===== config.mk =====
export PLATFORM = sky130hd
export DESIGN_NAME = mmba_acc
export DESIGN_NICKNAME = d
export VERILOG_FILES = /design/src/hdl/mmba_pkg.sv /design/src/hdl/mmba_acc.sv
export SDC_FILE = /design/constraint.sdc
export NUM_CORES = 2
export LEC_CHECK = 0
export ABC_AREA = 0
export BUFFER_PORTS_ARGS = -buffer_cell sky130_fd_sc_hd__buf_4
export CORE_AREA = 2 2 403 405
export DETAILED_ROUTE_END_ITERATION = 6
export DIE_AREA = 0 0 405 407
export SLEW_MARGIN = 40
export SYNTH_ARGS = -nofsm -noshare
export SYNTH_HDL_FRONTEND = slang
export SYNTH_SLANG_ARGS = --single-unit

===== constraint.sdc =====
create_clock -name clk -period 17.9 [get_ports clk]
set_input_delay 2.685 -clock clk [delete_from_list [all_inputs] [get_ports clk]]
set_output_delay 2.685 -clock clk [all_outputs]
set_load 0.02 [all_outputs]

===== src/hdl/mmba_pkg.sv =====
// Shared types and constants for the block pair accumulator.
package mmba_pkg;

  localparam int LANES = 4;
  localparam int SUMS  = 2 * LANES;

  typedef logic [31:0] word_t;
  typedef logic [63:0] dword_t;
  typedef word_t  [LANES-1:0] lanes_t;
  typedef dword_t [SUMS-1:0]  sums_t;

  typedef struct packed {
    logic load_xy;
    logic load_uv;
    logic load_mul;
  } pipe_ctl_t;

  typedef struct packed {
    logic add;
    logic last;
  } acc_ctl_t;

endpackage


===== src/hdl/mmba_acc.sv =====
// Product accumulators and the tag output register.
module mmba_acc
  import mmba_pkg::*;
(
  input  logic     clk,
  input  logic     rst_n,
  input  acc_ctl_t ctl,
  input  sums_t    prod,
  input  logic     out_ready,
  output logic     out_valid,
  output sums_t    tag
);

  sums_t acc_r, acc_nxt, sum;
  sums_t tag_r;
  logic  out_valid_r, out_valid_nxt;

  always_comb begin
    for (int i = 0; i < SUMS; i++) begin
      sum[i] = acc_r[i] + prod[i];
    end
    acc_nxt = acc_r;
    if (ctl.add) begin
      acc_nxt = ctl.last ? '0 : sum;
    end
    out_valid_nxt = out_valid_r;
    if (ctl.add && ctl.last) begin
      out_valid_nxt = 1'b1;
    end else if (out_ready) begin
      out_valid_nxt = 1'b0;
    end
  end

  always_ff @(posedge clk) begin
    if (!rst_n) begin
      acc_r       <= '0;
      out_valid_r <= 1'b0;
    end else begin
      acc_r       <= acc_nxt;
      out_valid_r <= out_valid_nxt;
    end
  end

  always_ff @(posedge clk) begin
    if (ctl.add && ctl.last) begin
      tag_r <= sum;
    end
  end

  assign out_valid = out_valid_r;
  assign tag       = tag_r;

endmodule


==> results.toml <==
[run_status]
outcome = "completed"

[yosys]
synth_seq_cells = 1025
synth_flop_cell = "dfxtp_1"
synth_area_sq_um = 61200
async_flop_share = 0
synthCells = 6230
yosys_warnings = 0
syn-num-nets = 7259
synth.distinct_cells = 90
synth_edf_count = 512
ys_seq_area_frac = 0.419
syn_avg_cell_area_sq_um = 9.82

[worst_hold_path]
holdCritStartpoint = "acc_r[443]$_SDFFE_PN0P_"
hold_path_depth = 2
hold_class = "flip-flop to flip-flop"
hold_end = "acc_r[443]$_SDFFE_PN0P_"

[layout]
layoutNonFillerInstCount = 9366
area_growth_pct = 22.8
mostFrequentLayoutCells = "buf_4, a21oi_1, dfxtp_1"
final_common_cell = "buf_4"
nets = 8094
fin_util = 0.469
drive_above_1_share = 0.185

[timing]
rsz0062_at_grt = "no"
fin_hold_ws_ns = 0.462
tns_ns = 0
fin_skew_ns = 0.0345
worstMarginPinSlew_ns = 0.939
finalMaxSlewViolations = 0
max_slew_margin = 0.370
fin_crit_ns = 6.21
setup_viol_count_final = 0
final-hold-violation-count = 0
timing.fmax_mhz = 161
post-route-period-util = 0.347

[route]
routedWlPerCell_um = 25.6
vias_per_cell = 5.70
drt-total-wl_um = 240000
ant_nets = 0
vias = 53368
dr.pass1.iters = 6
drc_errors = 0
drtIter0Drc = 3825

[placed_design]
numPortBuffers = 1029
dp_hpwl_um = 188000
dp.cells = 9102
place_congestion = 0.990

[floorplanning]
fp-row-count = 147
die_x_um = 405
ios = 1030
die_h_um = 407
die-area_sq_um = 165000
start_util = 0.382
coreArea_sq_um = 160000

[critical_path]
rr_worst_depth = 15
crit_chain = "buf_4 > ha_1 > a211oi_1 > o21ai_1 > a22oi_2 > o21bai_4 > o311a_1 > o21ai_1 > o21ai_0 > a21o_1 > a41oi_1 > o31ai_1 > xor2_1 > a22o_1"
arrival_ns = 6.84
crit_path_start_kind = "input pin"
cpPeakStageDelay_ns = 0.80
critPathBufInv = 1
critical_path_class = "input pin to flip-flop"
r2r-end = "acc_r[232]$_SDFFE_PN0P_"
cp-end-kind = "flip-flop"
path_max_fanout = 4
crit_top_cell = "o21ai_1"
ff2ff_setup_slack_ns = 13.40
required_ns = 18.53
r2r-start = "acc_r[192]$_SDFFE_PN0P_"
crit_slowest_cell = "a211oi_1"
crit_cells = 14
crit_family = "compound AO/OA/AOI/OAI gates"

[clocking]
cts_tree = "built"
clk_latency_ns = 0.75
clk_pin_slew_ns = 0.06
htreeDepth = 3
cts_buffer_depth = 3
cts_resized = 0
cts.sinks = 1025
cts_hold_buf = 0
cts_setup_buffers = 0
clock-root-buffer = "clkbuf_16"
numCtsBuffers = 120

[global_routing]
grt_use_total = 0.278
grt_pass1_vias = 51069
antenna_found_initial = 63
grt_overflow = 0
grt_max_degree = 131
grt_pass1_wl_um = 343000

[power_and_ir_drop]
power_density_nw_per_um2 = 94.1
peakVddDrop_mv = 0.0835
p_total_mw = 7.07
p_leak_nw = 32.9

[run]
cap_violations = 0
worst max-delay path by stage:
stage / end / slack, ns / start
2_1_floorplan: out_valid$_SDFFE_PN0P_ / 2.07 / ctl[0]
3_3_place_gp: tag[508]$_DFFE_PP_ / 11.03 / prod[448]
3_5_place_dp: tag[508]$_DFFE_PP_ / 11.00 / prod[448]
4_1_cts: tag[508]$_DFFE_PP_ / 11.81 / prod[448]
5_1_grt: acc_r[230]$_SDFFE_PN0P_ / 11.48 / prod[192]
6_report: acc_r[253]$_SDFFE_PN0P_ / 11.69 / prod[193]
synthesized netlist by cell type (all sizes together), types with 8 or more instances:
cell type | instances | area share
fa | 8 | 0.0026
a22oi | 193 | 0.024
a21oi | 576 | 0.047
and2 | 45 | 0.0046
o21bai | 119 | 0.015
nor2b | 279 | 0.029
a22o | 294 | 0.042
nor3 | 72 | 0.0060
a211oi | 32 | 0.0040
nand3 | 78 | 0.0064
and3 | 35 | 0.0036
dfxtp | 513 | 0.17
buf | 17 | 0.0012
nor4 | 24 | 0.0025
a41oi | 22 | 0.0034
a211o | 12 | 0.0017
a21o | 355 | 0.044
nand4 | 146 | 0.015
o41ai | 13 | 0.0024
o31a | 11 | 0.0016
xor2 | 197 | 0.028
xnor2 | 292 | 0.042
clkbuf | 328 | 0.020
nor2 | 259 | 0.016
nand2 | 370 | 0.023
a221o | 16 | 0.0026
o21ai | 312 | 0.026
inv | 150 | 0.0092
o31ai | 42 | 0.0060
a21boi | 33 | 0.0041
a31o | 12 | 0.0017
or3 | 27 | 0.0028
o21a | 53 | 0.0065
or4 | 14 | 0.0017
nand2b | 61 | 0.0062
edfxtp | 512 | 0.25
ha | 504 | 0.10
and4 | 15 | 0.0021
a31oi | 55 | 0.0058
nor3b | 10 | 0.0012
o211ai | 24 | 0.0029
a221oi | 21 | 0.0034
registers in the layout, summed over array words and instances (netlist names):
register and count:
acc_r 512, tag 512, out_valid 1
routing by layer:
layer | vias up | GRT usage | routed length, um
li1 | 25167 | - | -
met1 | 25917 | 0.343 | 98600
met2 | 1844 | 0.458 | 113000
met3 | 390 | 0.0713 | 18500
met4 | 50 | 0.118 | 9500
met5 | - | 0 | 324
report_power, final:
group          switching, mW  internal (mW)
Combinational           1.00          0.621
Clock                   1.08           1.60
Sequential            0.0874           2.68
cell type report:
| class | instances | area (sq um) |
|---|---|---|
| diodes | 34 | 85.1 |
| clock buffers | 156 | 3300 |
| clock inverters | 73 | 1000 |
| fillers | 15274 | 85100 |
| inverters | 150 | 571 |
| multi-input cells | 4710 | 33700 |
| flip-flops and latches | 1025 | 25600 |
| well taps | 2160 | 2700 |
| repair buffers | 1058 | 8120 |
worst register-to-register path: cells and delay by family, from the launching register on:
family | cells | cell delay (ns)
AO/OA/AOI/OAI | 9 | 2.95
adder cells (fa/ha/maj) | 2 | 0.61
flip-flops | 1 | 0.33
AND/OR/NAND/NOR | 2 | 0.33
XOR/XNOR | 1 | 0.11
buffers and inverters | 1 | 0.07
logic make-up (layout without fill, tap and decap cells):
logic type / Yosys count / after routing / share of synthesized area
buf+inv: 495 / 1437 / 0.0306
compound gates: 2252 / 2252 / 0.252
fa+ha+maj: 512 / 512 / 0.106
other cells: 0 / 34 / 0
xor+xnor: 489 / 489 / 0.0700
mux: 3 / 3 / 0.000511
simple gates: 1454 / 1454 / 0.122
flops: 1025 / 1025 / 0.419
through the flow:
stage	worst slack (ns)	instance area [sq um]
2_1_floorplan	2.07	61200
4_1_cts	11.81	75000
3_5_place_dp	11.00	70700
3_3_place_gp	11.03	70500
6_report	11.69	75100
5_1_grt	11.48	75100
Power figures use the tool's default switching activity.
