`src/hdl/mmba_pkg.sv`:
```
// Shared types and constants for the block pair accumulator.
package mmba_pkg;

  localparam int LANES = 4;
  localparam int SUMS  = 2 * LANES;

  typedef logic [31:0] word_t;
  typedef logic [63:0] dword_t;
  typedef word_t  [LANES-1:0] lanes_t;
  typedef dword_t [SUMS-1:0]  sums_t;

  typedef struct packed {
    logic load_xy;
    logic load_uv;
    logic load_mul;
  } pipe_ctl_t;

  typedef struct packed {
    logic add;
    logic last;
  } acc_ctl_t;

endpackage

```
`src/hdl/mmba_mix.sv`:
```
// Key masking and derived word stages: X and Y, then U and V.
module mmba_mix
  import mmba_pkg::*;
(
  input  logic      clk,
  input  pipe_ctl_t ctl,
  input  lanes_t    blk_x,
  input  lanes_t    blk_y,
  input  lanes_t    msk_x,
  input  lanes_t    msk_y,
  output lanes_t    x_out,
  output lanes_t    y_out,
  output lanes_t    u_out,
  output lanes_t    v_out
);

  lanes_t x_r, y_r, x_nxt, y_nxt;
  lanes_t x2_r, y2_r, u_r, v_r, u_nxt, v_nxt;
  word_t  sx, sy;

  always_comb begin
    for (int i = 0; i < LANES; i++) begin
      x_nxt[i] = blk_x[i] + msk_x[i];
      y_nxt[i] = blk_y[i] + msk_y[i];
    end
  end

  always_ff @(posedge clk) begin
    if (ctl.load_xy) begin
      x_r <= x_nxt;
      y_r <= y_nxt;
    end
  end

  always_comb begin
    sx = x_r[0] + x_r[1] + x_r[2] + x_r[3];
    sy = y_r[0] + y_r[1] + y_r[2] + y_r[3];
    for (int i = 0; i < LANES; i++) begin
      u_nxt[i] = sx - x_r[(i + LANES - 1) % LANES];
      v_nxt[i] = sy - y_r[i];
    end
  end

  always_ff @(posedge clk) begin
    if (ctl.load_uv) begin
      x2_r <= x_r;
      y2_r <= y_r;
      u_r  <= u_nxt;
      v_r  <= v_nxt;
    end
  end

  assign x_out = x2_r;
  assign y_out = y2_r;
  assign u_out = u_r;
  assign v_out = v_r;

endmodule

```
`config.mk`:
```
export PLATFORM = sky130hd
export DESIGN_NAME = mmba_mix
export DESIGN_NICKNAME = d
export VERILOG_FILES = /design/src/hdl/mmba_pkg.sv /design/src/hdl/mmba_mix.sv
export SDC_FILE = /design/constraint.sdc
export NUM_CORES = 2
export LEC_CHECK = 0
export BUFFER_PORTS_ARGS = -buffer_cell sky130_fd_sc_hd__buf_4
export CORE_MARGIN = 3
export CORE_UTILIZATION = 24
export CTS_CLUSTER_DIAMETER = 150
export DETAILED_ROUTE_END_ITERATION = 7
export RECOVER_POWER = 100
export SYNTH_ARGS = -nofsm -noshare
export SYNTH_HDL_FRONTEND = slang
export SYNTH_SLANG_ARGS = --single-unit
```
`constraint.sdc`:
```
create_clock -name clk -period 8.7 [get_ports clk]
set_clock_uncertainty 0.2 [all_clocks]
set_input_delay 0.435 -clock clk [delete_from_list [all_inputs] [get_ports clk]]
set_output_delay 0.435 -clock clk [all_outputs]
set_load 0.05 [all_outputs]
```
==> flow_summary.json <==
{
  "run_status": "finished, violations left",
  "failed_checks": "max-capacitance violations, max-slew violations",
  "layout.filler_cells": 23000,
  "layout-area-overhead-vs-synth_pct": 29.53,
  "finalMaxSlewViolations": 801,
  "gpl.final_weighted_congestion": 0.9837,
  "max_slew_margin_pct": -194.9,
  "postSynthNetCount": 6089,
  "coreArea_sq_um": 219900,
  "synthesis.yosys.warnings": 0,
  "fmax_mhz": 124.0,
  "synth_async_sr_flop_share_pct": 0,
  "synth.yosys.seq_area_share_pct": 43.41,
  "ys_seq_elements": 768,
  "layout_common_cells": "768 x edfxtp_1, 558 x ha_1, 546 x clkbuf_1",
  "synth_edf_count": 768,
  "netlist-cell-type-count": 83,
  "timing.final.hold_violations": 0,
  "cpMostUsedCell": "a21oi_1",
  "grt_max_degree": 128,
  "cp_max_fo": 6,
  "critical_path.reg2reg.startpoint": "y_r[33]$_DFFE_PP_",
  "synth_area_sq_um": 53130,
  "rsz_0062_raised_after_global_routing": "false",
  "io_pins": 1028,
  "finalNetCount": 7507,
  "fin_crit_sh_pct": 92.67,
  "initial_utilization_pct": 24.16,
  "die_width_um": 476.5,
  "setup-tns-final_ns": 0,
  "cts_tree": "done",
  "mostFrequentLayoutCell": "edfxtp_1",
  "portbufs": 1026,
  "setup.worst_path.start_class": "flop",
  "critPathMaxStageDelay_ns": 0.74,
  "htree_levels": 3,
  "postSynthAreaPerCell_sq_um": 10.90,
  "drt_first_pass_iters": 6,
  "timing.critical_path.buf_inv": 3,
  "final.min_clock_period_ns": 8.062,
  "hold_path_class": "in2reg",
  "wire_per_inst_um": 27.57,
  "drt-initial-drc-count": 3832,
  "clk_path_buf_depth": 3,
  "grt_first_pass_wirelength_mm": 347.0,
  "post-route-drc-count": 0,
  "groute.usage.overall_pct": 21.83,
  "worstSetupEndpointType": "flop",
  "timing.final.setup_violations": 0,
  "timing.setup.critical_path_class": "reg2reg",
  "dp_hpwl_mm": 220.2,
  "max_slew.worst_pin.slew_ns": 4.424,
  "grt_pass1_vias": 44250,
  "maxCapViolCount": 15,
  "timing.critical_path.slowest_stage_cell": "o21ai_0",
  "cts-buffers-inserted": 97,
  "clock_latency_ns": 0.75,
  "antenna_violating_nets_post_route": 0,
  "syn_inst": 4875,
  "row_count": 172,
  "cts_setup_buffers": 0,
  "layout-drive-gt1-share_pct": 11.16,
  "floorplan.die.height_um": 476.5,
  "wirelength_mm": 257.9,
  "arrival_ns": 8.35,
  "cts_num_sinks": 768,
  "number_of_antenna_violations_at_the_first_check_in_global_routing": 42,
  "vias_per_cell": 4.772,
  "worst_setup_path_startpoint": "y_r[33]$_DFFE_PP_",
  "timing.critical_path.cells": "inv_1 -> fa_1 -> fa_1 -> inv_1 -> ha_1 -> inv_1 -> fa_1 -> nor2b_1 -> o21ai_0 -> a21boi_0 -> a211oi_1 -> a21oi_1 -> a21oi_1 -> o21ai_0 -> a21boi_0 -> o21ai_0 -> xor2_1 -> ha_1 -> a21oi_1 -> o2111ai_1 -> a21oi_1 -> o21ai_0 -> a21oi_1 -> xnor2_1",
  "cp_top_family": "compound AO/OA/AOI/OAI gates",
  "floorplan.die_area_sq_um": 227100,
  "register_clock_pin_slew_on_the_reported_worst_setup_and_hold_paths_ns": 0.06,
  "clock-root-buffer": "clkbuf_16",
  "detailroute.via_count": 44650,
  "crit_required_ns": 8.99,
  "ys_dominant_reg_cell": "edfxtp_1",
  "min-delay-start": "msk_y[126]",
  "grt_remaining_overflow": 0
}
synthesized netlist by cell type (15+ instances only):
| cell | count | area share [%] |
|---|---|---|
| a211oi_1 | 35 | 0.49 |
| a21o_1 | 289 | 4.1 |
| a21oi_1 | 460 | 4.3 |
| a31oi_1 | 54 | 0.64 |
| and2_1 | 19 | 0.22 |
| and3_1 | 53 | 0.62 |
| clkbuf_1 | 24 | 0.17 |
| edfxtp_1 | 768 | 43 |
| fa_1 | 140 | 5.3 |
| ha_1 | 558 | 13 |
| inv_1 | 516 | 3.6 |
| nand2_1 | 221 | 1.6 |
| nand2b_1 | 64 | 0.75 |
| nand3_1 | 71 | 0.67 |
| nand4_1 | 40 | 0.47 |
| nor2_1 | 239 | 1.7 |
| nor2b_1 | 66 | 0.78 |
| nor3_1 | 70 | 0.66 |
| o211ai_1 | 20 | 0.28 |
| o21a_1 | 68 | 0.96 |
| o21ai_0 | 227 | 2.1 |
| o21bai_1 | 79 | 1.1 |
| o31ai_1 | 28 | 0.40 |
| or2_2 | 15 | 0.18 |
| or3_1 | 27 | 0.32 |
| xnor2_1 | 358 | 5.9 |
| xor2_1 | 154 | 2.5 |
metrics by stage:
stage / instances / utilization [%] / hold WS, ns / setup slack [ns] / area (sq um)
global placement: 8869 / 29.46 / 0.2338 / 1.009 / 64790
global route: 9339 / 31.27 / 0.02886 / 0.2975 / 68780
finish: 9355 / 31.29 / 0.05579 / 0.6381 / 68820
detailed placement: 8869 / 29.46 / 0.2321 / 1.053 / 64790
floorplan: 4875 / - / 0.2264 / 2.612 / 53130
CTS: 9328 / 32.22 / 0.00004147 / 0.9928 / 70860
worst reg2reg max path: cells and delay by family, from the launching register on:
kind | cells | cell delay (ns)
and+or+nand+nor | 1 | 0.12
adders and majority gates | 5 | 1.95
xor gates and xnor gates | 2 | 0.64
DFF | 1 | 0.38
AOI/OAI and AO/OA | 13 | 4.22
buffers and inverters | 3 | 0.32
state kept, by name, summed over array words and instances, names as in the netlist:
register and flops:
v_out 128, y_r 128, u_out 128, x_out 128, y_out 128, x_r 128
worst paths after layout:
path	end	slack (ns)	cells after the start
hold / removal	y_r[126]$_DFFE_PP_	0.06	3
setup / recovery	v_out[127]$_DFFE_PP_	0.64	24
setup reg to reg	v_out[127]$_DFFE_PP_	0.64	24
hold reg to reg	x_out[106]$_DFFE_PP_	0.25	0
area by class of cell:
cell class	instances	area [sq um]	share of cell area, %
tap	2958	3701	5.378
antenna	27	67.56	0.09818
timing repair buffer	1344	8772	12.75
clock inverter	69	755.7	1.098
multi-input combinational	3566	28040	40.74
clock buffer	107	2486	3.613
sequential	768	23060	33.51
inverter	516	1937	2.814
kinds of logic (layout without fill, tap and decap cells):
logic type,Yosys count,in the layout,synth area share (%)
buffers and inverters,541,2036,3.825
multiplexers,4,4,0.07536
AO/OA/AOI/OAI,1411,1411,17.04
adder cells (fa/ha/maj),698,698,18.42
other,0,27,0
flip-flops,768,768,43.41
XOR/XNOR,513,513,8.483
AND/OR/NAND/NOR,940,940,8.756
metal layers:
metal  GRT usage, %  share of wire [%]  routed length, um
met4          10.82                6.0              15400
met1          26.84                 41             106000
met3          5.944                8.0              20580
met5              0              0.045                115
met2          35.18                 45             115700
what timing repair did:
item | in CTS | in global routing
endpoints found under the hold margin | 236 | 0
gates resized for setup | 0 | 0
hold buffers | 283 | 0
Power is left out: the tool's default activity adds up to more than one toggle a clock period on the data nets, which glitch-free logic cannot reach.
